==> config.mk <==
export PLATFORM = sky130hd
export DESIGN_NAME = bb3c_div
export DESIGN_NICKNAME = d
export VERILOG_FILES = /design/src/design/bb3c_pkg.sv /design/src/design/bb3c_div.sv
export SDC_FILE = /design/constraint.sdc
export NUM_CORES = 2
export LEC_CHECK = 0
export ABC_AREA = 1
export BUFFER_PORTS_ARGS = -buffer_cell sky130_fd_sc_hd__buf_4
export CORE_MARGIN = 2
export CORE_UTILIZATION = 50
export CTS_CLUSTER_DIAMETER = 100
export CTS_CLUSTER_SIZE = 8
export DETAILED_ROUTE_END_ITERATION = 16
export PLACE_DENSITY = 0.66
export SLEW_MARGIN = 20
export SYNTH_ARGS = -nofsm -noshare
export SYNTH_HDL_FRONTEND = slang
export SYNTH_SLANG_ARGS = --single-unit
==> constraint.sdc <==
create_clock -name clk -period 9 [get_ports clk]
set_input_delay 1.8 -clock clk [delete_from_list [all_inputs] [get_ports clk]]
set_output_delay 1.8 -clock clk [all_outputs]
set_load 0.02 [all_outputs]
==> src/design/bb3c_pkg.sv <==
package bb3c_pkg;

  localparam int CHAN_W     = 16;
  localparam int POS_W      = 10;
  localparam int SIZE_W     = 11;
  localparam int RESET_SIZE = 64;

  // Result slots of one input pixel, in delivery order
  localparam int EMIT_UP_LEFT = 0;
  localparam int EMIT_UP      = 1;
  localparam int EMIT_LEFT    = 2;
  localparam int EMIT_HERE    = 3;

  typedef enum logic [1:0] {
    DIV_BY_4,
    DIV_BY_6,
    DIV_BY_9
  } div_kind_t;

  typedef struct packed {
    logic [3:0] emit;
    logic       col_ge2;
    logic       row_ge2;
  } win_ctl_t;

  typedef struct packed {
    div_kind_t kind;
    logic      last;
  } emit_ctl_t;

endpackage

==> src/design/bb3c_div.sv <==
module bb3c_div #(
  parameter int MAX_SIZE     = 1024,
  parameter int CHANNEL_BITS = 16,
  localparam int AW          = $clog2(MAX_SIZE),
  localparam int SW          = CHANNEL_BITS + 4
) (
  input  logic                          clk,
  input  logic                          rst_n,
  input  logic                          s_valid,
  output logic                          s_ready,
  input  logic [2:0][SW-1:0]            s_sum,
  input  logic [AW-1:0]                 s_row,
  input  logic [AW-1:0]                 s_col,
  input  bb3c_pkg::emit_ctl_t           s_ctl,
  output logic                          out_valid,
  input  logic                          out_ready,
  output logic [bb3c_pkg::CHAN_W-1:0]   out_red,
  output logic [bb3c_pkg::CHAN_W-1:0]   out_green,
  output logic [bb3c_pkg::CHAN_W-1:0]   out_blue,
  output logic [bb3c_pkg::POS_W-1:0]    out_row,
  output logic [bb3c_pkg::POS_W-1:0]    out_col,
  output logic                          out_run_last
);

  import bb3c_pkg::*;

  localparam int MW  = SW + 1;
  localparam int PRW = SW + MW;
  localparam int K6  = SW + 3;
  localparam int K9  = SW + 4;
  localparam int M6  = (2**K6 + 5) / 6;
  localparam int M9  = (2**K9 + 8) / 9;

  logic [MW-1:0]                   mult;
  logic [2:0][PRW-1:0]             prod;
  logic [2:0][CHANNEL_BITS-1:0]    quo;
  logic                            out_valid_r, out_valid_nxt;
  logic [2:0][CHANNEL_BITS-1:0]    quo_r;
  logic [AW-1:0]                   row_r, col_r;
  logic                            last_r;
  logic                            s_fire;

  assign s_ready = !out_valid_r || out_ready;
  assign s_fire  = s_valid && s_ready;

  // Divide by reciprocal multiply; exact over the full sum range
  assign mult = (s_ctl.kind == DIV_BY_9) ? MW'(M9) : MW'(M6);

  always_comb begin
    for (int k = 0; k < 3; k++) begin
      prod[k] = PRW'(s_sum[k]) * PRW'(mult);
      unique case (s_ctl.kind)
        DIV_BY_4: quo[k] = CHANNEL_BITS'(s_sum[k] >> 2);
        DIV_BY_6: quo[k] = CHANNEL_BITS'(prod[k] >> K6);
        DIV_BY_9: quo[k] = CHANNEL_BITS'(prod[k] >> K9);
        default:  quo[k] = CHANNEL_BITS'(s_sum[k] >> 2);
      endcase
    end
  end

  always_comb begin
    out_valid_nxt = out_valid_r;
    if (s_fire) begin
      out_valid_nxt = 1'b1;
    end else if (out_ready) begin
      out_valid_nxt = 1'b0;
    end
  end

  always_ff @(posedge clk) begin
    if (!rst_n) begin
      out_valid_r <= 1'b0;
    end else begin
      out_valid_r <= out_valid_nxt;
    end
  end

  always_ff @(posedge clk) begin
    if (s_fire) begin
      quo_r  <= quo;
      row_r  <= s_row;
      col_r  <= s_col;
      last_r <= s_ctl.last;
    end
  end

  assign out_valid    = out_valid_r;
  assign out_red      = CHAN_W'(quo_r[0]);
  assign out_green    = CHAN_W'(quo_r[1]);
  assign out_blue     = CHAN_W'(quo_r[2]);
  assign out_row      = POS_W'(row_r);
  assign out_col      = POS_W'(col_r);
  assign out_run_last = last_r;

endmodule

Word-level counts from Yosys, hierarchy flattened
Cells that the tools add are included.
{ "word_totals": {"ff_bits": 70, "input_bits": 87, "out_inout_bits": 71, "elab_cells": 22} }
{ "op_classes": {"mul": 3, "n_eq_ne": 2, "mux": 6, "n_reduce_logical": 4} }
{ "ops": {"columns": ["op", "count"], "rows": [
  ["$mul 20x21->40", 3],
  ["$pmux 16 s2", 3],
  ["$mux 20", 1],
  ["$eq 2x1->1 const B", 1],
  ["$eq 2x2->1 const B", 1],
  ["$mux 1", 2],
  ["$reduce_bool 2->1", 1],
  ["$logic_and 1x1->1", 1],
  ["$logic_not 1->1", 1],
  ["$logic_or 1x1->1", 1]
]} }

Depth between registers and ports, before layout
{ "logic_depth": {"ltp_word": 4, "depth_mapped": 36, "ltp_nobuf": 34} }

Least setup slack after synthesis
OpenSTA, ideal clock, no wires.
{ "synth_timing": {"path_type": "in2reg", "startpoint": "input s_ctl[1] (netlist bit)", "endpoint": "register quo_r, in the netlist out_green[0], data pin", "setup_time_ns": 0.252, "arrival_ns": 7.647, "required_time_ns": 8.748, "path_slack_ns": 1.101, "cell_stages": 31, "path_buffers": 2, "path_cell_list": "inv_1 ha_1 clkbuf_1 clkbuf_1 nand2_1 fa_1 inv_1 fa_1 inv_1 fa_1 inv_1 fa_1 fa_1 fa_1 inv_1 fa_1 inv_1 ha_1 nand2_1 nor2_1 inv_1 nor2_1 inv_1 nor2_1 nand2_1 nand3_1 a21boi_0 o21ai_0 nand2_1 nand2_1 nand2_1"} }
{ "synth_lines": {"columns": ["item", "line", "text"], "rows": [
  ["start: declaration", "bb3c_div.sv:14", "input bb3c_pkg::emit_ctl_t s_ctl,"],
  ["end signal: assignment", "bb3c_div.sv:80", "quo_r <= quo;"],
  ["end: declaration", "bb3c_div.sv:38", "logic [2:0][CHANNEL_BITS-1:0] quo_r;"]
]} }

==> impl_results.html <==
<table>
<tr><th>Metric</th><th>Value</th></tr>
<tr><th colspan="2">Outcome</th></tr>
<tr><td>Outcome</td><td>finished, final reports clean</td></tr>
<tr><th colspan="2">Floorplanning</th></tr>
<tr><td>Die X</td><td>around 260 um</td></tr>
<tr><td>Die area</td><td>about 0.065 mm2</td></tr>
<tr><td>Height of the die</td><td>255.4 um</td></tr>
<tr><td>Cell Rows</td><td>92</td></tr>
<tr><td>Core area</td><td>0.06274 mm2</td></tr>
<tr><td>I/O pin count</td><td>~160</td></tr>
<tr><td>Starting density of the core</td><td>50.37%</td></tr>
<tr><th colspan="2">Global route</th></tr>
<tr><td>Antenna violations before repair</td><td>0</td></tr>
<tr><td>Aggregate global-route resource usage</td><td>between 20% and 30%</td></tr>
<tr><td>First-pass GRT wire length</td><td>146400 um</td></tr>
<tr><td>Number of global-route vias before repair</td><td>26.66k</td></tr>
<tr><td>GRT Residual Overflow</td><td>0</td></tr>
<tr><td>Maximum number of pins on one net before global-route repair</td><td>70</td></tr>
<tr><th colspan="2">Synth</th></tr>
<tr><td>Syn Inst Count</td><td>4136</td></tr>
<tr><td>Cell Area, Synth</td><td>roughly 0.032 mm2</td></tr>
<tr><td>Most used DFF post-synth</td><td>sky130_fd_sc_hd__edfxtp_1</td></tr>
<tr><td>Number of enable flip-flop cells after synthesis</td><td>69</td></tr>
<tr><td>Number of distinct library cell variants in the gate-level netlist after synthesis</td><td>37</td></tr>
<tr><td>Post-Syn Nets</td><td>~5.3k</td></tr>
<tr><td>Synthesis-stage register bit count</td><td>70</td></tr>
<tr><td>Proportion of synthesized chip area in sequential cells</td><td>under 10%</td></tr>
<tr><td>Count of warnings emitted by yosys</td><td>0</td></tr>
<tr><td>Mean instance size in the synthesized netlist</td><td>about 7.6 um2</td></tr>
<tr><td>Proportion of synthesized flip-flops having asynchronous set or reset</td><td>0%</td></tr>
<tr><th colspan="2">Hold path</th></tr>
<tr><td>Kind of path behind the tightest hold check</td><td>reg2reg</td></tr>
<tr><th colspan="2">Clocking</th></tr>
<tr><td>Post_cts resized</td><td>0</td></tr>
<tr><td>Number of setup buffers added after CTS</td><td>0</td></tr>
<tr><td>TritonCTS Sinks</td><td>70</td></tr>
<tr><td>Max Buffers Root-to-Sink</td><td>2</td></tr>
<tr><td>Clock network latency to the later pin of the worst-skew pair</td><td>approximately 0.41 ns</td></tr>
<tr><td>CTS tree</td><td>done</td></tr>
<tr><td>Number of buffers added by the clock tree synthesis step</td><td>9</td></tr>
<tr><td>Hold_buf cts</td><td>0</td></tr>
<tr><td>H-Tree Level Count</td><td>3</td></tr>
<tr><td>Clock transition at the registers of the reported paths</td><td>0.08 ns</td></tr>
<tr><td>Clk Tree Root Cell</td><td>sky130_fd_sc_hd__clkbuf_16</td></tr>
<tr><th colspan="2">Routing</th></tr>
<tr><td>Average routed wire per standard cell</td><td>around 18 um</td></tr>
<tr><td>Total vias in the final route</td><td>~26k</td></tr>
<tr><td>Drt initial violations</td><td>about 1.8k</td></tr>
<tr><td>TritonRoute pass-1 iters</td><td>7</td></tr>
<tr><td>Final wirelength</td><td>around 90000 um</td></tr>
<tr><td># DRC</td><td>0</td></tr>
<tr><td>Post-detailed-route count of antenna-violating nets</td><td>0</td></tr>
<tr><td>Vias/cell</td><td>about 5.1</td></tr>
<tr><th colspan="2">Critical path</th></tr>
<tr><td>Largest stage delay on the critical path</td><td>~0.56 ns</td></tr>
<tr><td>Critical path capture point type</td><td>flop</td></tr>
<tr><td>CP max FO</td><td>18</td></tr>
<tr><td>Worst Path Class, Setup</td><td>in2reg</td></tr>
<tr><td>Required @ worst endpoint</td><td>between 9 and 10 ns</td></tr>
<tr><td>Slowest CP cell</td><td>sky130_fd_sc_hd__fa_1</td></tr>
<tr><td>Critical path's most frequent cell</td><td>sky130_fd_sc_hd__nand2_1</td></tr>
<tr><td>Critical Path Source Type</td><td>input port</td></tr>
<tr><td>Crit path arrival time</td><td>between 8 and 9 ns</td></tr>
<tr><th colspan="2">STA</th></tr>
<tr><td>Max-slew headroom</td><td>around a quarter</td></tr>
<tr><td>Transition time at the pin with the least slew margin</td><td>1.102 ns</td></tr>
<tr><td>Hold Vio Cnt, Final</td><td>0</td></tr>
<tr><td>Unrepaired setup endpoints after global routing</td><td>false</td></tr>
<tr><td>Final setup TNS</td><td>0 ns</td></tr>
<tr><td>Min Tclk post-route</td><td>between 7 and 8 ns</td></tr>
<tr><td>Maximum clock frequency</td><td>125.2 MHz</td></tr>
<tr><td>Count of pins over their slew limit</td><td>0</td></tr>
<tr><td>Setup violation total in the final timing report</td><td>0</td></tr>
<tr><td>Worst-case clock skew</td><td>between 0.015 and 0.02 ns</td></tr>
<tr><td>Post-route fraction of the period consumed by the critical path</td><td>slightly below 90%</td></tr>
<tr><td>Final hold slack</td><td>0.5606 ns</td></tr>
<tr><th colspan="2">Placed design</th></tr>
<tr><td>Port bufs</td><td>around 160</td></tr>
<tr><td>HPWL after detailed placement</td><td>81860 um</td></tr>
<tr><td>Placed cells</td><td>slightly above 5k</td></tr>
<tr><td>GPL Wtd Cong</td><td>approximately 0.98</td></tr>
<tr><th colspan="2">Flow run</th></tr>
<tr><td>Max Cap Viol</td><td>0</td></tr>
<tr><th colspan="2">Cells and area</th></tr>
<tr><td>Flip-flop and latch area</td><td>0.002092 mm2</td></tr>
<tr><td>Filler Cell Count</td><td>6179</td></tr>
<tr><td>Non-filler cells, final</td><td>~5.1k</td></tr>
<tr><td>Most used cells in the layout excluding fill and tap cells</td><td>1206 x sky130_fd_sc_hd__inv_1, 1011 x sky130_fd_sc_hd__nand2_1, 546 x sky130_fd_sc_hd__ha_1</td></tr>
<tr><td>Fraction of final layout cells with drive strength greater than 1</td><td>under 10%</td></tr>
<tr><td>Area of the multi-input gates</td><td>~0.025 mm2</td></tr>
<tr><td>Most common cell after layout, fill and taps aside</td><td>sky130_fd_sc_hd__inv_1</td></tr>
<tr><td>Number of diodes</td><td>0</td></tr>
<tr><td>P&amp;R area growth vs syn</td><td>8.204%</td></tr>
<tr><td>Post-layout net count</td><td>approximately 5.4k</td></tr>
</table>
## cell type report
class | instances | area share (%)
clock buffers | 9 | 0.6587
clock inverters | 7 | 0.1830
inverters | 1208 | 13.26
multi-input cells | 2822 | 72.69
flip-flops and latches | 70 | 6.118
well taps | 846 | 3.096
repair buffers | 175 | 3.989
## worst max-delay path, delay by kind of cell
family,cells,cell delay [ns]
adder cells (fa/ha/maj),9,4.03
buffers and inverters,10,0.93
AND/OR/NAND/NOR,13,1.35
## cell families after synthesis
group           after synthesis  synth area share, %
fa+ha+maj                  1074                55.00
compound gates              188                3.286
xor+xnor                      9               0.2494
buf+inv                    1244                14.85
flops                        70                6.620
simple gates               1551                20.00
## registers in the layout, summed over array words and instances, names as in the netlist
| register | count |
|---|---|
| out_col | 10 |
| out_red | 16 |
| out_green | 16 |
| out_blue | 16 |
| out_run_last | 1 |
| out_valid | 1 |
| out_row | 10 |
## path summary, 6_finish.rpt
check                           slack (ns)            to  cells after the start      start
worst max-delay path                  1.02   out_red[11]                     32   s_ctl[1]
worst min-delay path                  0.56     out_valid                      2  out_valid
worst max register to register        7.24  out_green[7]                      2  out_valid
worst min register to register        0.56     out_valid                      2  out_valid
## metrics by stage
stage	utilization [%]	area, um2	setup slack, ns
after floorplan	-	31600	1.101
after global placement	54.04	33900	0.7098
after detailed placement	54.04	33900	0.6153
after CTS	54.50	34190	1.039
after global routing	54.50	34190	0.6464
final	54.50	34190	1.015
## routing by layer
layer  track usage (%)  share of wire (%)
met3             4.702                6.9
met2             47.55                 46
met1             39.98                 44
met5                 0                  0
met4             7.712                2.7
## cells in the mapped netlist, types with 2 or more instances
master                     number  area, um2
sky130_fd_sc_hd__nand3_1      174      870.8
sky130_fd_sc_hd__nand2_1     1011       3795
sky130_fd_sc_hd__nand3b_1      23      172.7
sky130_fd_sc_hd__nand2_2        4      25.02
sky130_fd_sc_hd__xnor2_1        5      43.79
sky130_fd_sc_hd__a21oi_1       97      485.5
sky130_fd_sc_hd__edfxtp_1      69       2072
sky130_fd_sc_hd__ha_1         549       6869
sky130_fd_sc_hd__a21o_1         3      22.52
sky130_fd_sc_hd__o21bai_1      27      202.7
sky130_fd_sc_hd__a21boi_0       2      15.01
sky130_fd_sc_hd__nor4_1         3      18.77
sky130_fd_sc_hd__buf_2         12      60.06
sky130_fd_sc_hd__xor2_1         4      35.03
sky130_fd_sc_hd__clkbuf_1      17      63.81
sky130_fd_sc_hd__nor3_1        24      120.1
sky130_fd_sc_hd__fa_1         525      10510
sky130_fd_sc_hd__nor2_4         2      22.52
sky130_fd_sc_hd__inv_1       1206       4527
sky130_fd_sc_hd__o21ai_0       55      275.3
sky130_fd_sc_hd__buf_1          6      22.52
sky130_fd_sc_hd__nor2_1       277       1040
sky130_fd_sc_hd__or2_2          7      43.79
sky130_fd_sc_hd__nand2_4        2      22.52
sky130_fd_sc_hd__nand4_1       20      125.1
Power is not shown: default switching activity piles up to over one toggle a cycle in this logic, so the estimate is an artifact.
