$ cat src/design/bb3c_pkg.sv
package bb3c_pkg;

  localparam int CHAN_W     = 16;
  localparam int POS_W      = 10;
  localparam int SIZE_W     = 11;
  localparam int RESET_SIZE = 64;

  // Result slots of one input pixel, in delivery order
  localparam int EMIT_UP_LEFT = 0;
  localparam int EMIT_UP      = 1;
  localparam int EMIT_LEFT    = 2;
  localparam int EMIT_HERE    = 3;

  typedef enum logic [1:0] {
    DIV_BY_4,
    DIV_BY_6,
    DIV_BY_9
  } div_kind_t;

  typedef struct packed {
    logic [3:0] emit;
    logic       col_ge2;
    logic       row_ge2;
  } win_ctl_t;

  typedef struct packed {
    div_kind_t kind;
    logic      last;
  } emit_ctl_t;

endpackage

$ cat src/design/bb3c_emit.sv
module bb3c_emit #(
  parameter int MAX_SIZE     = 1024,
  parameter int CHANNEL_BITS = 16,
  localparam int AW          = $clog2(MAX_SIZE),
  localparam int SW          = CHANNEL_BITS + 4
) (
  input  logic                              clk,
  input  logic                              rst_n,
  input  logic                              in_valid,
  output logic                              in_ready,
  input  logic [8:0][2:0][CHANNEL_BITS-1:0] blk,
  input  logic [AW-1:0]                     row,
  input  logic [AW-1:0]                     col,
  input  bb3c_pkg::win_ctl_t                ctl,
  output logic                              s_valid,
  input  logic                              s_ready,
  output logic [2:0][SW-1:0]                s_sum,
  output logic [AW-1:0]                     s_row,
  output logic [AW-1:0]                     s_col,
  output bb3c_pkg::emit_ctl_t               s_ctl
);

  import bb3c_pkg::*;

  logic [8:0][2:0][CHANNEL_BITS-1:0] blk_r;
  logic [AW-1:0]                     row_r, col_r;
  logic                              col_ge2_r, row_ge2_r;
  logic [3:0]                        pend_r, pend_nxt;
  logic [3:0]                        sel;
  logic                              here_col, here_row;
  logic [2:0]                        col_mask, row_mask;
  logic [2:0][SW-1:0]                sum;
  emit_ctl_t                         sel_ctl;
  logic                              s_free, emit_go, in_fire;
  logic                              s_valid_r, s_valid_nxt;
  logic [2:0][SW-1:0]                s_sum_r;
  logic [AW-1:0]                     s_row_r, s_col_r;
  emit_ctl_t                         s_ctl_r;

  assign sel      = pend_r & (~pend_r + 4'd1);
  assign here_col = sel[EMIT_UP] | sel[EMIT_HERE];
  assign here_row = sel[EMIT_LEFT] | sel[EMIT_HERE];
  assign col_mask = {2'b11, ~here_col & col_ge2_r};
  assign row_mask = {2'b11, ~here_row & row_ge2_r};

  assign s_free   = !s_valid_r || s_ready;
  assign emit_go  = (pend_r != '0) && s_free;
  assign in_ready = (pend_r == '0) || (s_free && ((pend_r & ~sel) == '0));
  assign in_fire  = in_valid && in_ready;

  always_comb begin : sum_window
    logic [2:0][SW-1:0] part;
    part = '0;
    for (int k = 0; k < 3; k++) begin
      for (int dc = 0; dc < 3; dc++) begin
        part[dc] = ((col_mask[dc] && row_mask[0]) ? SW'(blk_r[dc*3][k])   : '0)
                 + ((col_mask[dc] && row_mask[1]) ? SW'(blk_r[dc*3+1][k]) : '0)
                 + ((col_mask[dc] && row_mask[2]) ? SW'(blk_r[dc*3+2][k]) : '0);
      end
      sum[k] = part[0] + part[1] + part[2];
    end
  end

  always_comb begin
    sel_ctl.last = (pend_r & ~sel) == '0;
    unique case ({col_mask[0], row_mask[0]})
      2'b11:        sel_ctl.kind = DIV_BY_9;
      2'b10, 2'b01: sel_ctl.kind = DIV_BY_6;
      2'b00:        sel_ctl.kind = DIV_BY_4;
    endcase
  end

  always_comb begin
    pend_nxt = pend_r;
    if (in_fire) begin
      pend_nxt = ctl.emit;
    end else if (emit_go) begin
      pend_nxt = pend_r & ~sel;
    end
  end

  always_comb begin
    s_valid_nxt = s_valid_r;
    if (emit_go) begin
      s_valid_nxt = 1'b1;
    end else if (s_ready) begin
      s_valid_nxt = 1'b0;
    end
  end

  always_ff @(posedge clk) begin
    if (!rst_n) begin
      pend_r    <= '0;
      s_valid_r <= 1'b0;
    end else begin
      pend_r    <= pend_nxt;
      s_valid_r <= s_valid_nxt;
    end
  end

  always_ff @(posedge clk) begin
    if (in_fire) begin
      blk_r     <= blk;
      row_r     <= row;
      col_r     <= col;
      col_ge2_r <= ctl.col_ge2;
      row_ge2_r <= ctl.row_ge2;
    end
    if (emit_go) begin
      s_sum_r <= sum;
      s_row_r <= here_row ? row_r : row_r - AW'(1);
      s_col_r <= here_col ? col_r : col_r - AW'(1);
      s_ctl_r <= sel_ctl;
    end
  end

  assign s_valid = s_valid_r;
  assign s_sum   = s_sum_r;
  assign s_row   = s_row_r;
  assign s_col   = s_col_r;
  assign s_ctl   = s_ctl_r;

  a_pend_order: assert property (@(posedge clk) disable iff (!rst_n)
    in_fire && ctl.emit[EMIT_HERE] |-> ctl.emit[EMIT_LEFT])
    else $error("final result loaded without the one before it");

  a_pend_hold: assert property (@(posedge clk) disable iff (!rst_n)
    (pend_r != '0) && !s_free |=> pend_r == $past(pend_r))
    else $error("pending results changed while the sum stage was full");

  a_sum_fill: assert property (@(posedge clk) disable iff (!rst_n)
    emit_go |=> s_valid_r)
    else $error("issued result missing from the sum stage");

endmodule

$ cat config.mk
export PLATFORM = sky130hd
export DESIGN_NAME = bb3c_emit
export DESIGN_NICKNAME = d
export VERILOG_FILES = /design/src/design/bb3c_pkg.sv /design/src/design/bb3c_emit.sv
export SDC_FILE = /design/constraint.sdc
export NUM_CORES = 1
export LEC_CHECK = 0
export BUFFER_PORTS_ARGS = -buffer_cell sky130_fd_sc_hd__buf_4
export CORE_MARGIN = 1.5
export CORE_UTILIZATION = 51
export CTS_CLUSTER_DIAMETER = 80
export CTS_CLUSTER_SIZE = 20
export DETAILED_ROUTE_END_ITERATION = 10
export GPL_ROUTABILITY_DRIVEN = 0
export PLACE_DENSITY = 0.77
export SETUP_SLACK_MARGIN = 0.5
export SLEW_MARGIN = 20
export SYNTH_ARGS = -nofsm -noshare
export SYNTH_HDL_FRONTEND = slang
export SYNTH_SLANG_ARGS = --single-unit
$ cat constraint.sdc
create_clock -name clk -period 10.8 [get_ports clk]
set_input_delay 1.08 -clock clk [delete_from_list [all_inputs] [get_ports clk]]
set_output_delay 1.08 -clock clk [all_outputs]
set_load 0.02 [all_outputs]
Yosys cells after proc, flatten, opt, wreduce, memory -nomap -nowiden
Cells that the tools add are included.
{ "totals": {"register_bits": 542, "inputBits": 462, "out_inout_bits": 85, "wordCells": 116} }
{ "classes": {"n_addsub": 27, "eq_ne": 3, "mux": 22, "bitwise_logic": 10, "n_reduce_logical": 14} }
{ "ops": {"columns": ["cell", "count"], "rows": [
  ["16-bit two-way mux", 15],
  ["17-bit by 16-bit adder with 18-bit output", 9],
  ["16-bit by 16-bit adder with 17-bit output", 9],
  ["19-bit by 18-bit adder with 20-bit output", 3],
  ["18-bit by 18-bit adder with 19-bit output", 3],
  ["10-bit two-way mux", 2],
  ["10-bit by 1-bit subtractor with 10-bit output (second input constant)", 2],
  ["4-bit bitwise AND", 2],
  ["4-bit zero test", 2],
  ["4-bit two-way mux", 2],
  ["4-bit NOT", 2],
  ["2-bit one-hot mux with 3 select lines", 1],
  ["4-bit by 1-bit adder with 4-bit output (second input constant)", 1],
  ["2-bit equality test (second input constant)", 2],
  ["1-bit logical AND", 4],
  ["2-bit nonzero test", 2],
  ["4-bit nonzero test", 1],
  ["1-bit bitwise AND", 2],
  ["2-bit by 1-bit equality test with 1-bit output (second input constant)", 1],
  ["2-bit zero test", 1],
  ["1-bit logical OR", 2],
  ["1-bit two-way mux", 2],
  ["1-bit NOT", 2],
  ["1-bit OR", 2],
  ["2 further kinds", 2]
]} }

Depth between registers and ports, before layout
Gate-level depths: netlist of the first run.
{ "logic_depth": {"depth_word": 12, "mapped_depth": 27, "ltp_nobuf": 22} }

Worst setup path before layout of the first run
Ideal clock, no wire load.
{ "synth_path": {"kind": "in2reg", "start": "input s_ready", "end": "register blk_r[0] (netlist name) (enable)", "setup_time_ps": 802, "arrival_time_ps": 10907, "required_ps": 9998, "path_slack_ps": -909, "cell_stages": 7, "path_buffers": 1, "cell_sequence": "nor2b_1 -> clkbuf_1 -> maj3_1 -> a2bb2oi_1 -> o21ai_2 -> nand2_1 -> inv_1"} }
{ "synth_between": {"elab_chain_len": 4} }
{ "synth_rtl": {"columns": ["item", "line_no", "text"], "rows": [
  ["start, declared", "bb3c_emit.sv:16", "input logic s_ready,"],
  ["1-bit logical OR", "bb3c_emit.sv:46", "assign s_free = !s_valid_r || s_ready;"],
  ["1-bit logical AND", "bb3c_emit.sv:48", "assign in_ready = (pend_r == '0) || (s_free && ((pend_r & ~sel) == '0));"],
  ["1-bit logical OR", "bb3c_emit.sv:48", null],
  ["via in_ready", "bb3c_emit.sv:10", "output logic in_ready,"],
  ["1-bit logical AND", "bb3c_emit.sv:49", "assign in_fire = in_valid && in_ready;"],
  ["via in_fire", "bb3c_emit.sv:34", "logic s_free, emit_go, in_fire;"],
  ["end signal, assigned", "bb3c_emit.sv:103", "blk_r <= blk;"],
  ["end, declared", "bb3c_emit.sv:25", "logic [8:0][2:0][CHANNEL_BITS-1:0] blk_r;"]
]} }
The timed path passes the listed nets, and every way through them passes these cells.
A chain may end at the register's enable or synchronous reset.

==> tab_implementation.tex, run 1 <==
\begin{tabular}{lr}
\hline
Metric & Value \\
\hline
\multicolumn{2}{l}{\textbf{Synth}} \\
Fraction of the yosys area taken by sequential cells & 55.9\% \\
Post-synthesis share of cell area spent on and, or, nand and nor gates & 5.91\% \\
Area of the mapped netlist & 29,000 sq um \\
Number of instances in the synthesized netlist & 2,069 \\
Most used DFF post-synth & edfxtp\_1 \\
Share of synthesized flip-flops with an asynchronous set or reset & 0\% \\
Largest family of logic cells by synthesized area & adder cells \\
Count of distinct cell types in the synthesized netlist & 64 \\
Yosys warning total & 0 \\
Number of flops mapped to enable cells by yosys & 537 \\
Total of flip-flops plus latches after synthesis & 542 \\
Post-Synthesis Net Count & 2,928 \\
Multiplexer share of the synthesized area & 0.0345\% \\
Arithmetic-cell share of the synthesized area counting full adders, half adders and majority gates & 25.7\% \\
Most frequently used cell type in the post-synthesis netlist & inv\_1 \\
Synth area leaders & edfxtp\_1 56\%, fa\_1 23\%, inv\_1 7.0\% \\
Syn Area/Cell & 14.0 sq um \\
Leading post-synthesis cells by instance count & 544 x inv\_1, 537 x edfxtp\_1, 330 x fa\_1 \\
Fraction of post-synthesis cell area in the top cell type by area & 55.5\% \\
XOR/XNOR share of the synthesized area & 1.78\% \\
Area fraction in compound gates after synthesis & 3.12\% \\
Area leader, netlist & edfxtp\_1 \\
\multicolumn{2}{l}{\textbf{Drt}} \\
Number of search-and-repair iterations in the first detailed-routing pass & 6 \\
Via count & 16,900 \\
Violation count after the first detailed-routing iteration & 1,167 \\
Count of antenna-violating nets left after detailed routing & 0 \\
\# DRC & 0 \\
Detail-routed net length per standard cell & 19.8 um \\
Total wire length & 67.5 mm \\
Via/cell ratio & 4.96 \\
\multicolumn{2}{l}{\textbf{Critical path}} \\
Cell with the most instances on the worst path & fa\_1 \\
Endpoint arrival time on the critical path & 7.70 ns \\
Master of the slowest instance on the critical path & ha\_2 \\
Max FO, Critical Path & 46 \\
Crit path capture type & register \\
Critical Path Max Stage Delay & 0.74 ns \\
Type of the setup path with the least slack & register to register \\
Required time of the worst setup path & 11.14 ns \\
Startpoint kind of the worst setup timing path & register \\
Chain of cells forming the critical path & nor2\_1, o21ai\_1, and2\_4, ha\_2, buf\_4, and2\_1, fa\_1, fa\_1, fa\_1, inv\_1, fa\_1, inv\_1, ha\_1, inv\_1, fa\_1, nand2b\_1, a21oi\_1, o211a\_1, a21o\_1, a31oi\_1, xnor2\_1 \\
\multicolumn{2}{l}{\textbf{Global routing}} \\
Global route overflow & 0 \\
All-layer global routing usage & 23.8\% \\
Global-route wire length before repair & 104 mm \\
Number of global-route vias before repair & 18,700 \\
Number of antenna violations at the first check in global routing & 16 \\
Pin count of the biggest net entering global routing & 192 \\
\multicolumn{2}{l}{\textbf{Placed design}} \\
Sum of net half-perimeters after detailed placement & 52.4 mm \\
Post-placement worst setup slack & 3.42 ns \\
Buffers on Ports & 546 \\
DP Cell Count & 3,345 \\
\multicolumn{2}{l}{\textbf{Layout}} \\
Count of nets after finishing & 3,487 \\
Count of fill cells added during filler insertion & 4,092 \\
Ratio of cells with drive above 1 in the final layout & 23.6\% \\
Growth of design area from synthesis to finish & 21.1\% \\
Utilization of the core after routing & 62.5\% \\
Count of placed standard cells in the final layout, fillers left out & 3,411 \\
\multicolumn{2}{l}{\textbf{Clock tree}} \\
Clock tree from TritonCTS & done \\
Cell chosen for the clock root & clkbuf\_16 \\
Latest clock arrival within the worst-skew pair & 0.58 ns \\
Number of sinks on the clock net & 542 \\
Post-CTS Setup Repair Bufs & 0 \\
CTS Buf Count & 37 \\
Resized Gates After CTS & 0 \\
CTS HTree Levels & 2 \\
Clock tree buffer depth & 3 \\
Clock slew seen by the registers of the worst setup and hold paths & 0.08 ns \\
Count of hold-fix buffers inserted at cts & 0 \\
\multicolumn{2}{l}{\textbf{STA}} \\
Maximum operating frequency & 0.136 GHz \\
Final count of hold timing violations & 0 \\
Relative slew margins & 16.8\% \\
Number of max-slew violations in the final report & 0 \\
Post-route clock period utilization & 68.2\% \\
Post-layout worst setup margin & 3.43 ns \\
Post-layout min period & 7.37 ns \\
Least-Margin Pin Slew & 1.25 ns \\
Unrepaired setup endpoints after global routing & no \\
Setup total negative slack & 0 ns \\
Final setup fails & 0 \\
Fin Clk Skew & 0.0230 ns \\
\multicolumn{2}{l}{\textbf{Floorplanning}} \\
Top-level port count & 547 \\
Number of rows created at floorplan & 87 \\
Die width & 242 um \\
Die Ht & 242 um \\
Die Area & 58,400 sq um \\
Initial core utilization & 51.6\% \\
Floorplan core area & 56,300 sq um \\
\multicolumn{2}{l}{\textbf{Power}} \\
Switching fraction of total power & 40.1\% \\
Maximum vdd ir drop & 0.188 mV \\
Clock network fraction of design power & 14.6\% \\
Share of power burned in combinational logic & 53.7\% \\
Sum of internal, switching and leakage power & 9530 uW \\
Switching power & 3820 uW \\
Cell area power density & 271 nW/um\^{}2 \\
Internal Dissipation & 5710 uW \\
Leakage & 0.0158 uW \\
Sequential group share of total power & 31.6\% \\
\multicolumn{2}{l}{\textbf{Min path}} \\
Class of the tightest hold or removal check & register to register \\
\multicolumn{2}{l}{\textbf{Outcome}} \\
Run status & complete, no violations \\
\multicolumn{2}{l}{\textbf{Run}} \\
Maximum capacitance violations & 0 \\
\hline
\end{tabular}
==> final timing paths <==
path         depth (start not counted)  startpoint  slack [ns]   endpoint
max                                 21   pend_r[0]        3.43  s_sum[16]
min                                  1    row_r[9]        0.58   s_row[9]
max reg2reg                         21   pend_r[0]        3.43  s_sum[16]
min reg2reg                          1    row_r[9]        0.58   s_row[9]
==> sequential cells by signal, summed over array words and instances, names as in the netlist <==
register and count:
s_row 10, row_ge2_r 1, col_ge2_r 1, row_r 10, blk_r 432, s_col 10
s_ctl 3, s_sum 60, pend_r 4, col_r 10, s_valid 1
==> stage by stage <==
| stage | instance area [sq um] | hold slack (ns) |
|---|---|---|
| after floorplan | 29000 | 0.532 |
| after global placement | 34000 | 0.552 |
| after detailed placement | 34000 | 0.574 |
| after CTS | 35100 | 0.586 |
| after global routing | 35100 | 0.597 |
| final | 35200 | 0.579 |
==> cells in the final DEF, fill, tap and decap left out, types with 4 or more instances in the layout <==
cell       netlist  final
nand2b_1        14     14
edfxtp_1       537    537
clkbuf_16        0     37
buf_4            1    552
nor2b_1          6      5
diode_2          0     10
o21ai_0         29     29
dfxtp_1          5      5
o211ai_1         4      4
a211oi_1         4      4
ha_1            67     66
xnor2_1         35     35
nor3_1           6      6
nand2_1        176    176
o21a_1           7      7
clkbuf_1        18      6
xor2_1          24     24
fa_1           330    330
nand4_1          5      5
nor2_1          28     28
and2_1          95     94
inv_1          544    543
a21o_1          11     11
nand3_1          6      6
a21oi_1         41     40
inv_6            0      4
and3_1           7      7
==> cell type report <==
cell class                 count  area [sq um]  area share [%]
timing repair buffer         554          4180            11.9
sequential                   542         16200            46.2
multi-input combinational    949         10600            30.3
clock buffer                  43           948            2.70
antenna                       10          25.0          0.0712
tap                          756           946            2.69
inverter                     544          2050            5.82
clock inverter                13           136           0.388
==> metal layers <==
metal	GRT usage, %	routed length (um)	up-vias
met3	6.84	5690	125
met2	41.0	34500	567
met1	28.6	25100	8553
met5	0	110	-
met4	8.60	2150	16
li1	-	-	7647
==> critical path: cells and delay by family (launching register included) <==
| kind | cells | cell delay (ns) |
|---|---|---|
| compound gates | 5 | 1.33 |
| buf+inv | 4 | 0.64 |
| flops | 1 | 0.48 |
| fa+ha+maj | 7 | 3.22 |
| xor+xnor | 1 | 0.14 |
| simple gates | 4 | 1.25 |
==> logic make-up (layout without fill, tap and decap cells) <==
logic type / Yosys count / in the layout
multiplexers: 1 / 1
AO/OA/AOI/OAI: 135 / 135
buffers and inverters: 578 / 1154
flip-flops: 542 / 542
XOR/XNOR: 59 / 59
AND/OR/NAND/NOR: 355 / 355
other: 0 / 10
adder cells (fa/ha/maj): 399 / 399
==> power by group through the flow <==
stage               Combinational (uW)  Clock (uW)  Sequential (uW)
finish                            5120        1400             3010
global route                      5800        1500             3040
CTS                               5150        1430             3010
detailed placement                5130           0             3060
global placement                  4930           0             3050
floorplan                         3580           0             3220
No activity file was read; power rests on OpenSTA's default activity.
==> run 2: changes to the inputs <==
--- a/config.mk
+++ b/config.mk
@@ -5,6 +5,7 @@
 export SDC_FILE = /design/constraint.sdc
 export NUM_CORES = 1
 export LEC_CHECK = 0
+export ABC_AREA = 1
 export BUFFER_PORTS_ARGS = -buffer_cell sky130_fd_sc_hd__buf_4
 export CORE_MARGIN = 1.5
 export CORE_UTILIZATION = 51
==> constraint.sdc (replaced) <==
create_clock -name clk -period 5.95 [get_ports clk]
set_input_delay 0.595 -clock clk [delete_from_list [all_inputs] [get_ports clk]]
set_output_delay 0.595 -clock clk [all_outputs]
set_load 0.02 [all_outputs]
==> run 2 against run 1 <==
  * Final cell count grew 8.1%
  * Synthesized area grew 1.6%
  * Register-to-register slack lost 2.7 ns
  * Critical path type unchanged
  * Flip-flop and latch count is the same
  * Critical endpoint is now s_sum[36]
  * Via count grew 8.1%
  * Critical path depth grew 5
  * Worst setup slack lost 2.7 ns
  * Hold slack lost 0.39 ns
==> tab_implementation.tex, run 2 <==
\begin{tabular}{lr}
\hline
Metric & Value \\
\hline
\multicolumn{2}{l}{\textbf{Synth}} \\
Fraction of post-synthesis cell area in the top cell type by area & 54.7\% (was 55.5\%) \\
Syn Area/Cell & 12.7 sq um (was 14.0 sq um) \\
Post-Synthesis Net Count & 3,187 (was 2,928) \\
Fraction of the yosys area taken by sequential cells & 55.0\% (was 55.9\%) \\
Area leader, netlist & edfxtp\_1 (unchanged) \\
Synth area leaders & edfxtp\_1 55\%, fa\_1 22\%, inv\_1 8.9\% (was edfxtp\_1 56\%, fa\_1 23\%, inv\_1 7.0\%) \\
Yosys warning total & 0 (unchanged) \\
Number of instances in the synthesized netlist & 2,328 (was 2,069) \\
Most used DFF post-synth & edfxtp\_1 (unchanged) \\
Leading post-synthesis cells by instance count & 701 x inv\_1, 537 x edfxtp\_1, 339 x nand2\_1 (was 544 x inv\_1, 537 x edfxtp\_1, 330 x fa\_1) \\
Area of the mapped netlist & 29,500 sq um (was 29,000 sq um) \\
Number of flops mapped to enable cells by yosys & 537 (unchanged) \\
Count of distinct cell types in the synthesized netlist & 36 (was 64) \\
Most frequently used cell type in the post-synthesis netlist & inv\_1 (unchanged) \\
Total of flip-flops plus latches after synthesis & 542 (unchanged) \\
Share of synthesized flip-flops with an asynchronous set or reset & 0\% (unchanged) \\
\multicolumn{2}{l}{\textbf{Global routing}} \\
Number of antenna violations at the first check in global routing & 11 (was 16) \\
Global-route wire length before repair & 108 mm (was 104 mm) \\
Pin count of the biggest net entering global routing & 182 (was 192) \\
Number of global-route vias before repair & 19,800 (was 18,700) \\
Global route overflow & 0 (unchanged) \\
All-layer global routing usage & 24.2\% (was 23.8\%) \\
\multicolumn{2}{l}{\textbf{Layout}} \\
Biggest register & blk\_r (unchanged) \\
Max FFs per register & 432 (unchanged) \\
Count of fill cells added during filler insertion & 4,246 (was 4,092) \\
Count of nets after finishing & 3,765 (was 3,487) \\
Commonest cells after routing, fill and taps aside & 700 x inv\_1, 553 x buf\_4, 537 x edfxtp\_1 (was 552 x buf\_4, 543 x inv\_1, 537 x edfxtp\_1) \\
Ratio of cells with drive above 1 in the final layout & 22.1\% (was 23.6\%) \\
Growth of design area from synthesis to finish & 21.6\% (was 21.1\%) \\
Most frequent standard cell in the layout excluding fill and tap cells & inv\_1 (was buf\_4) \\
Count of placed standard cells in the final layout, fillers left out & 3,686 (was 3,411) \\
\multicolumn{2}{l}{\textbf{Placed design}} \\
Buffers on Ports & 546 (unchanged) \\
Sum of net half-perimeters after detailed placement & 54.0 mm (was 52.4 mm) \\
DP Cell Count & 3,617 (was 3,345) \\
\multicolumn{2}{l}{\textbf{STA}} \\
Number of max-slew violations in the final report & 0 (unchanged) \\
Relative slew margins & 28.9\% (was 16.8\%) \\
Final count of hold timing violations & 0 (unchanged) \\
Post-route clock period utilization & 88.0\% (was 68.2\%) \\
Fin Clk Skew & 0.0194 ns (was 0.0230 ns) \\
Unrepaired setup endpoints after global routing & no (unchanged) \\
Least-Margin Pin Slew & 1.07 ns (was 1.25 ns) \\
Setup total negative slack & 0 ns (unchanged) \\
Post-layout min period & 5.24 ns (was 7.37 ns) \\
Final setup fails & 0 (unchanged) \\
Maximum operating frequency & 0.191 GHz (was 0.136 GHz) \\
\multicolumn{2}{l}{\textbf{Clock tree}} \\
Clock slew seen by the registers of the worst setup and hold paths & 0.09 ns (was 0.08 ns) \\
Cell chosen for the clock root & clkbuf\_16 (unchanged) \\
Clock tree buffer depth & 3 (unchanged) \\
Number of sinks on the clock net & 542 (unchanged) \\
Clock tree from TritonCTS & done (unchanged) \\
CTS HTree Levels & 2 (unchanged) \\
Count of hold-fix buffers inserted at cts & 0 (unchanged) \\
Latest clock arrival within the worst-skew pair & 0.57 ns (was 0.58 ns) \\
CTS Buf Count & 35 (was 37) \\
\multicolumn{2}{l}{\textbf{Floorplanning}} \\
Initial core utilization & 51.9\% (was 51.6\%) \\
Die Ht & 244 um (was 242 um) \\
Die width & 244 um (was 242 um) \\
Die Area & 59,300 sq um (was 58,400 sq um) \\
Number of rows created at floorplan & 87 (unchanged) \\
Top-level port count & 547 (unchanged) \\
Floorplan core area & 56,800 sq um (was 56,300 sq um) \\
\multicolumn{2}{l}{\textbf{Critical path}} \\
Critical Path Max Stage Delay & 0.54 ns (was 0.74 ns) \\
Required time of the worst setup path & 6.27 ns (was 11.14 ns) \\
Max FO, Critical Path & 21 (was 46) \\
Endpoint arrival time on the critical path & 5.56 ns (was 7.70 ns) \\
Master of the slowest instance on the critical path & fa\_1 (was ha\_2) \\
Cell with the most instances on the worst path & inv\_1 (was fa\_1) \\
Type of the setup path with the least slack & register to register (unchanged) \\
Crit path capture type & register (unchanged) \\
Startpoint kind of the worst setup timing path & register (unchanged) \\
\multicolumn{2}{l}{\textbf{Min path}} \\
Class of the tightest hold or removal check & input pin to register (was register to register) \\
\multicolumn{2}{l}{\textbf{Drt}} \\
\# DRC & 0 (unchanged) \\
Detail-routed net length per standard cell & 19.3 um (was 19.8 um) \\
Count of antenna-violating nets left after detailed routing & 0 (unchanged) \\
Via/cell ratio & 4.96 (about the same) \\
Via count & 18,300 (was 16,900) \\
Total wire length & 71.1 mm (was 67.5 mm) \\
Number of search-and-repair iterations in the first detailed-routing pass & 8 (was 6) \\
Violation count after the first detailed-routing iteration & 1,465 (was 1,167) \\
\multicolumn{2}{l}{\textbf{Outcome}} \\
Run status & complete, no violations (unchanged) \\
\multicolumn{2}{l}{\textbf{Run}} \\
Maximum capacitance violations & 0 (unchanged) \\
\hline
\end{tabular}
-- run 2: metal layers --
metal | routed length [um] | track usage [%] | part of all wire (%)
met5 | 13 | 0 | 0.018
met4 | 2690 | 9.71 | 3.8
met3 | 5640 | 4.89 | 7.9
met1 | 26800 | 30.0 | 38
met2 | 36000 | 41.7 | 51
-- run 2: stage by stage --
stage                     utilization (%)  setup WS [ns]  instance area, sq um  hold slack [ns]
after floorplan                         -          0.546                 29500            0.465
after global placement               60.9          0.475                 34600            0.475
after detailed placement             60.9          0.311                 34600            0.491
after CTS                            62.7          0.531                 35600            0.157
after global routing                 63.1          0.481                 35900            0.167
final                                63.1          0.712                 35900            0.191
-- run 2: kinds of logic after synthesis --
kind of cell	synth area share, %
simple gates	7.16
fa+ha+maj	25.2
xor+xnor	1.45
buf+inv	9.37
flops	55.0
compound gates	1.76
-- run 2: worst max-delay path: cells and delay by family, from the launching register on --
kind | cells | cell delay [ns]
adders and majority gates | 6 | 2.49
buffers and inverters | 9 | 0.72
DFF | 1 | 0.38
xor gates and xnor gates | 1 | 0.15
AOI/OAI and AO/OA | 2 | 0.44
and+or+nand+nor | 8 | 0.77
-- run 2: path summary, 6_finish.rpt --
check / from / endpoint / slack (ns) / cells past startpoint
max: pend_r[2] / s_sum[36] / 0.71 / 26
min: blk[316] / blk_r[316] / 0.19 / 1
max reg2reg: pend_r[2] / s_sum[36] / 0.71 / 26
min reg2reg: pend_r[3] / pend_r[3] / 0.53 / 2
-- run 2: area by class of cell --
cell class	count	area [sq um]	area share [%]
antenna	11	27.5	0.0768
tap	756	946	2.64
clock buffer	42	945	2.63
inverter	705	2670	7.45
multi-input combinational	1057	10600	29.5
timing repair buffer	565	4380	12.2
clock inverter	8	70.1	0.195
sequential	542	16200	45.3
-- run 2: what timing repair did --
action | CTS | global route
gates resized for setup | 5 | 28
pin swaps | 1 | 5
gates cloned | 0 | 1
setup buffers | 1 | 6
setup endpoints to repair | 13 | 26
Power of run 2 is left out: the tool's default activity adds up to more than one toggle a clock period on the data nets, which glitch-free logic cannot reach.
==> run 3: changes to the inputs <==
--- a/config.mk
+++ b/config.mk
@@ -5,14 +5,12 @@
 export SDC_FILE = /design/constraint.sdc
 export NUM_CORES = 1
 export LEC_CHECK = 0
-export ABC_AREA = 1
 export BUFFER_PORTS_ARGS = -buffer_cell sky130_fd_sc_hd__buf_4
 export CORE_MARGIN = 1.5
 export CORE_UTILIZATION = 51
 export CTS_CLUSTER_DIAMETER = 80
 export CTS_CLUSTER_SIZE = 20
 export DETAILED_ROUTE_END_ITERATION = 10
-export GPL_ROUTABILITY_DRIVEN = 0
 export PLACE_DENSITY = 0.77
 export SETUP_SLACK_MARGIN = 0.5
 export SLEW_MARGIN = 20
==> run 3 against run 2 <==
  * Final cell count is 6.0% lower
  * First-iteration DRC count down 30%
  * Design area increased by 1.2%
  * Clock skew is 0.0016 ns higher
  * Sequential share of layout area decreased by 0.52 points
  * Non-clock buffer count up 42
  * Die area down 1.6%
  * Critical path depth decreased by 4
  * Worst setup slack got worse by 0.13 ns
  * Hold slack worse by 0.011 ns
  * Via count decreased by 5.3%
  * Critical path type unchanged
==> tab_implementation.tex, run 3 (synthesis gave the netlist of run 1 again) <==
\begin{tabular}{lr}
\hline
Metric & Value \\
\hline
\multicolumn{2}{l}{\textbf{Critical path}} \\
Number of logic stages on the critical path including buffering & 22 (was 26) \\
Type of the setup path with the least slack & register to register (unchanged) \\
Register-to-register path setup slack & 0.58 ns (was 0.71 ns) \\
Depth of the most critical reg-to-reg path & 22 (was 26) \\
Buffering stage count on the worst path with inverters included & 6 (was 9) \\
Max FO, Critical Path & 9 (was 21) \\
Endpoint arrival time on the critical path & 5.71 ns (was 5.56 ns) \\
CP top delay family & adder cells (unchanged) \\
Worst R2R Start & pend\_r[1] (was pend\_r[2]) \\
Crit path capture type & register (unchanged) \\
Critical Path Max Stage Delay & 0.53 ns (was 0.54 ns) \\
Master of the slowest instance on the critical path & fa\_1 (unchanged) \\
Startpoint kind of the worst setup timing path & register (unchanged) \\
Chain of cells forming the critical path & nor2\_4, o21ai\_4, and2\_4, ha\_4, buf\_4, buf\_6, and2\_1, fa\_1, inv\_1, fa\_1, inv\_1, fa\_1, inv\_1, fa\_1, inv\_1, fa\_2, a21oi\_4, o221ai\_4, a211oi\_4, o21ai\_1, a21oi\_1, xnor2\_1 \\
Endpoint of the worst-slack reg-to-reg timing path & s\_sum[38] (was s\_sum[36]) \\
Required time of the worst setup path & 6.29 ns (was 6.27 ns) \\
\multicolumn{2}{l}{\textbf{STA}} \\
Maximum operating frequency & 0.186 GHz (was 0.191 GHz) \\
Least-Margin Pin Slew & 1.13 ns (was 1.07 ns) \\
Post-route clock period utilization & 90.2\% (was 88.0\%) \\
Final setup fails & 0 (unchanged) \\
Number of max-slew violations in the final report & 0 (unchanged) \\
Unrepaired setup endpoints after global routing & yes (was no) \\
Fin Clk Skew & 0.0210 ns (was 0.0194 ns) \\
Relative slew margins & 24.8\% (was 28.9\%) \\
Post-layout min period & 5.37 ns (was 5.24 ns) \\
Final count of hold timing violations & 0 (unchanged) \\
\multicolumn{2}{l}{\textbf{Global routing}} \\
Global route overflow & 0 (unchanged) \\
Number of antenna violations at the first check in global routing & 14 (was 11) \\
GR Layer Usage met2 & 41.9\% (was 41.7\%) \\
Pin count of the biggest net entering global routing & 165 (was 182) \\
Number of global-route vias before repair & 19,000 (was 19,800) \\
Met3 Use GR & 5.93\% (was 4.89\%) \\
Global routing's busiest layer & met2 (unchanged) \\
Met1 track utilization from global routing & 30.3\% (was 30.0\%) \\
Global-route wire length before repair & 107 mm (was 108 mm) \\
All-layer global routing usage & 24.5\% (was 24.2\%) \\
\multicolumn{2}{l}{\textbf{Min path}} \\
Hold-critical path depth & 1 (unchanged) \\
Class of the tightest hold or removal check & input pin to register (unchanged) \\
HP Start & blk[239] (was blk[316]) \\
Worst Hold Endpoint & blk\_r[239] (was blk\_r[316]) \\
\multicolumn{2}{l}{\textbf{Layout}} \\
Count of placed standard cells in the final layout, fillers left out & 3,464 (was 3,686) \\
Combined flip-flop and latch cell area & 16,200 sq um (about the same) \\
Count of nets after finishing & 3,541 (was 3,765) \\
Ratio of cells with drive above 1 in the final layout & 27.4\% (was 22.1\%) \\
Commonest cells after routing, fill and taps aside & 587 x buf\_4, 539 x inv\_1, 537 x edfxtp\_1 (was 700 x inv\_1, 553 x buf\_4, 537 x edfxtp\_1) \\
Biggest register & blk\_r (unchanged) \\
Count of fill cells added during filler insertion & 4,079 (was 4,246) \\
Most frequent standard cell in the layout excluding fill and tap cells & buf\_4 (was inv\_1) \\
Max FFs per register & 432 (unchanged) \\
Area occupied by multi-input gates & 11,000 sq um (was 10,600 sq um) \\
Growth of design area from synthesis to finish & 25.0\% (was 21.6\%) \\
\multicolumn{2}{l}{\textbf{Floorplanning}} \\
Number of rows created at floorplan & 87 (unchanged) \\
Die Ht & 242 um (was 244 um) \\
Floorplan core area & 56,300 sq um (was 56,800 sq um) \\
Top-level port count & 547 (unchanged) \\
Initial core utilization & 51.6\% (was 51.9\%) \\
Die width & 242 um (was 244 um) \\
Die Area & 58,400 sq um (was 59,300 sq um) \\
\multicolumn{2}{l}{\textbf{Drt}} \\
Via/cell ratio & 5.00 (was 4.96) \\
Number of search-and-repair iterations in the first detailed-routing pass & 5 (was 8) \\
Count of antenna-violating nets left after detailed routing & 0 (unchanged) \\
Violation count after the first detailed-routing iteration & 1,020 (was 1,465) \\
Detail-routed net length per standard cell & 20.6 um (was 19.3 um) \\
Total wire length & 71.2 mm (was 71.1 mm) \\
\# DRC & 0 (unchanged) \\
Via count & 17,300 (was 18,300) \\
\multicolumn{2}{l}{\textbf{Power}} \\
Cell area power density & 524 nW/um\^{}2 \\
Sum of internal, switching and leakage power & 19,000 uW \\
Maximum vdd ir drop & 0.407 mV \\
Leakage & 0.0162 uW \\
\multicolumn{2}{l}{\textbf{Run}} \\
Maximum capacitance violations & 0 (unchanged) \\
\multicolumn{2}{l}{\textbf{Clock tree}} \\
Clock slew seen by the registers of the worst setup and hold paths & 0.09 ns (about the same) \\
Clock tree buffer depth & 3 (unchanged) \\
Clock tree from TritonCTS & done (unchanged) \\
Cell chosen for the clock root & clkbuf\_16 (unchanged) \\
Number of sinks on the clock net & 542 (unchanged) \\
Latest clock arrival within the worst-skew pair & 0.58 ns (was 0.57 ns) \\
CTS HTree Levels & 2 (unchanged) \\
CTS Buf Count & 38 (was 35) \\
\multicolumn{2}{l}{\textbf{Placed design}} \\
Routability congestion estimate & 0.927 \\
Sum of net half-perimeters after detailed placement & 52.7 mm (was 54.0 mm) \\
Buffers on Ports & 546 (unchanged) \\
DP Cell Count & 3,355 (was 3,617) \\
\multicolumn{2}{l}{\textbf{Outcome}} \\
Run status & complete, no violations (unchanged) \\
\hline
\end{tabular}
run 3: metal layers:
metal  part of all wire (%)  up-vias  routed length, um
met2                     51      709              36200
met3                    8.0      133               5670
met5                   0.11        -                 80
met1                     38     8705              26700
met4                    3.6       12               2570
li1                       -     7749                  -
run 3: final cells by class:
cell class / count / area share, %
tap: 756 / 2.61
clock buffer: 43 / 2.76
antenna: 6 / 0.0414
sequential: 542 / 44.7
multi-input combinational: 949 / 30.4
clock inverter: 17 / 0.507
inverter: 544 / 5.64
timing repair buffer: 607 / 13.3
run 3: metrics by stage:
stage               setup WS, ns   TNS, ns  util [%]  hold WS (ns)  area [sq um]
finish                     0.581         0      64.5         0.180         36300
global route               0.397         0      64.5         0.152         36300
CTS                        0.513         0      63.6         0.154         35800
detailed placement       -0.0499   -0.0499      60.9         0.558         34300
global placement           0.128         0      60.9         0.550         34300
floorplan                  -2.68  -1219.73         -         0.523         29200
run 3: worst register-to-register path: cells and delay by family, from the launching register on:
family / cells / cell delay (ns)
adders and majority gates: 6 / 2.57
AOI/OAI and AO/OA: 6 / 1.03
buffers and inverters: 6 / 0.56
and+or+nand+nor: 3 / 0.49
DFF: 1 / 0.38
xor gates and xnor gates: 1 / 0.08
run 3: repair_timing:
| item | in CTS | in global routing |
|---|---|---|
| setup endpoints to repair | 29 | 20 |
| resized for setup | 18 | 54 |
| setup buffers | 14 | 21 |
| hold buffers | 0 | 0 |
| gates cloned | 4 | 3 |
| pin swaps | 8 | 31 |
run 3: power breakdown:
part | total [uW] | switching (uW) | internal [uW]
logic | 10900 | 6130 | 4770
registers | 5470 | 219 | 5260
clock network | 2660 | 1370 | 1290
run 3: how the worst max path moves through the flow:
stage / startpoint / end / slack (ns)
floorplan: s_ready / blk_r[0] / -2.68
global placement: pend_r[0] / s_sum[16] / 0.13
detailed placement: pend_r[0] / s_sum[16] / -0.05
global route: pend_r[1] / s_sum[58] / 0.40
CTS: pend_r[0] / s_sum[39] / 0.51
finish: pend_r[1] / s_sum[38] / 0.58
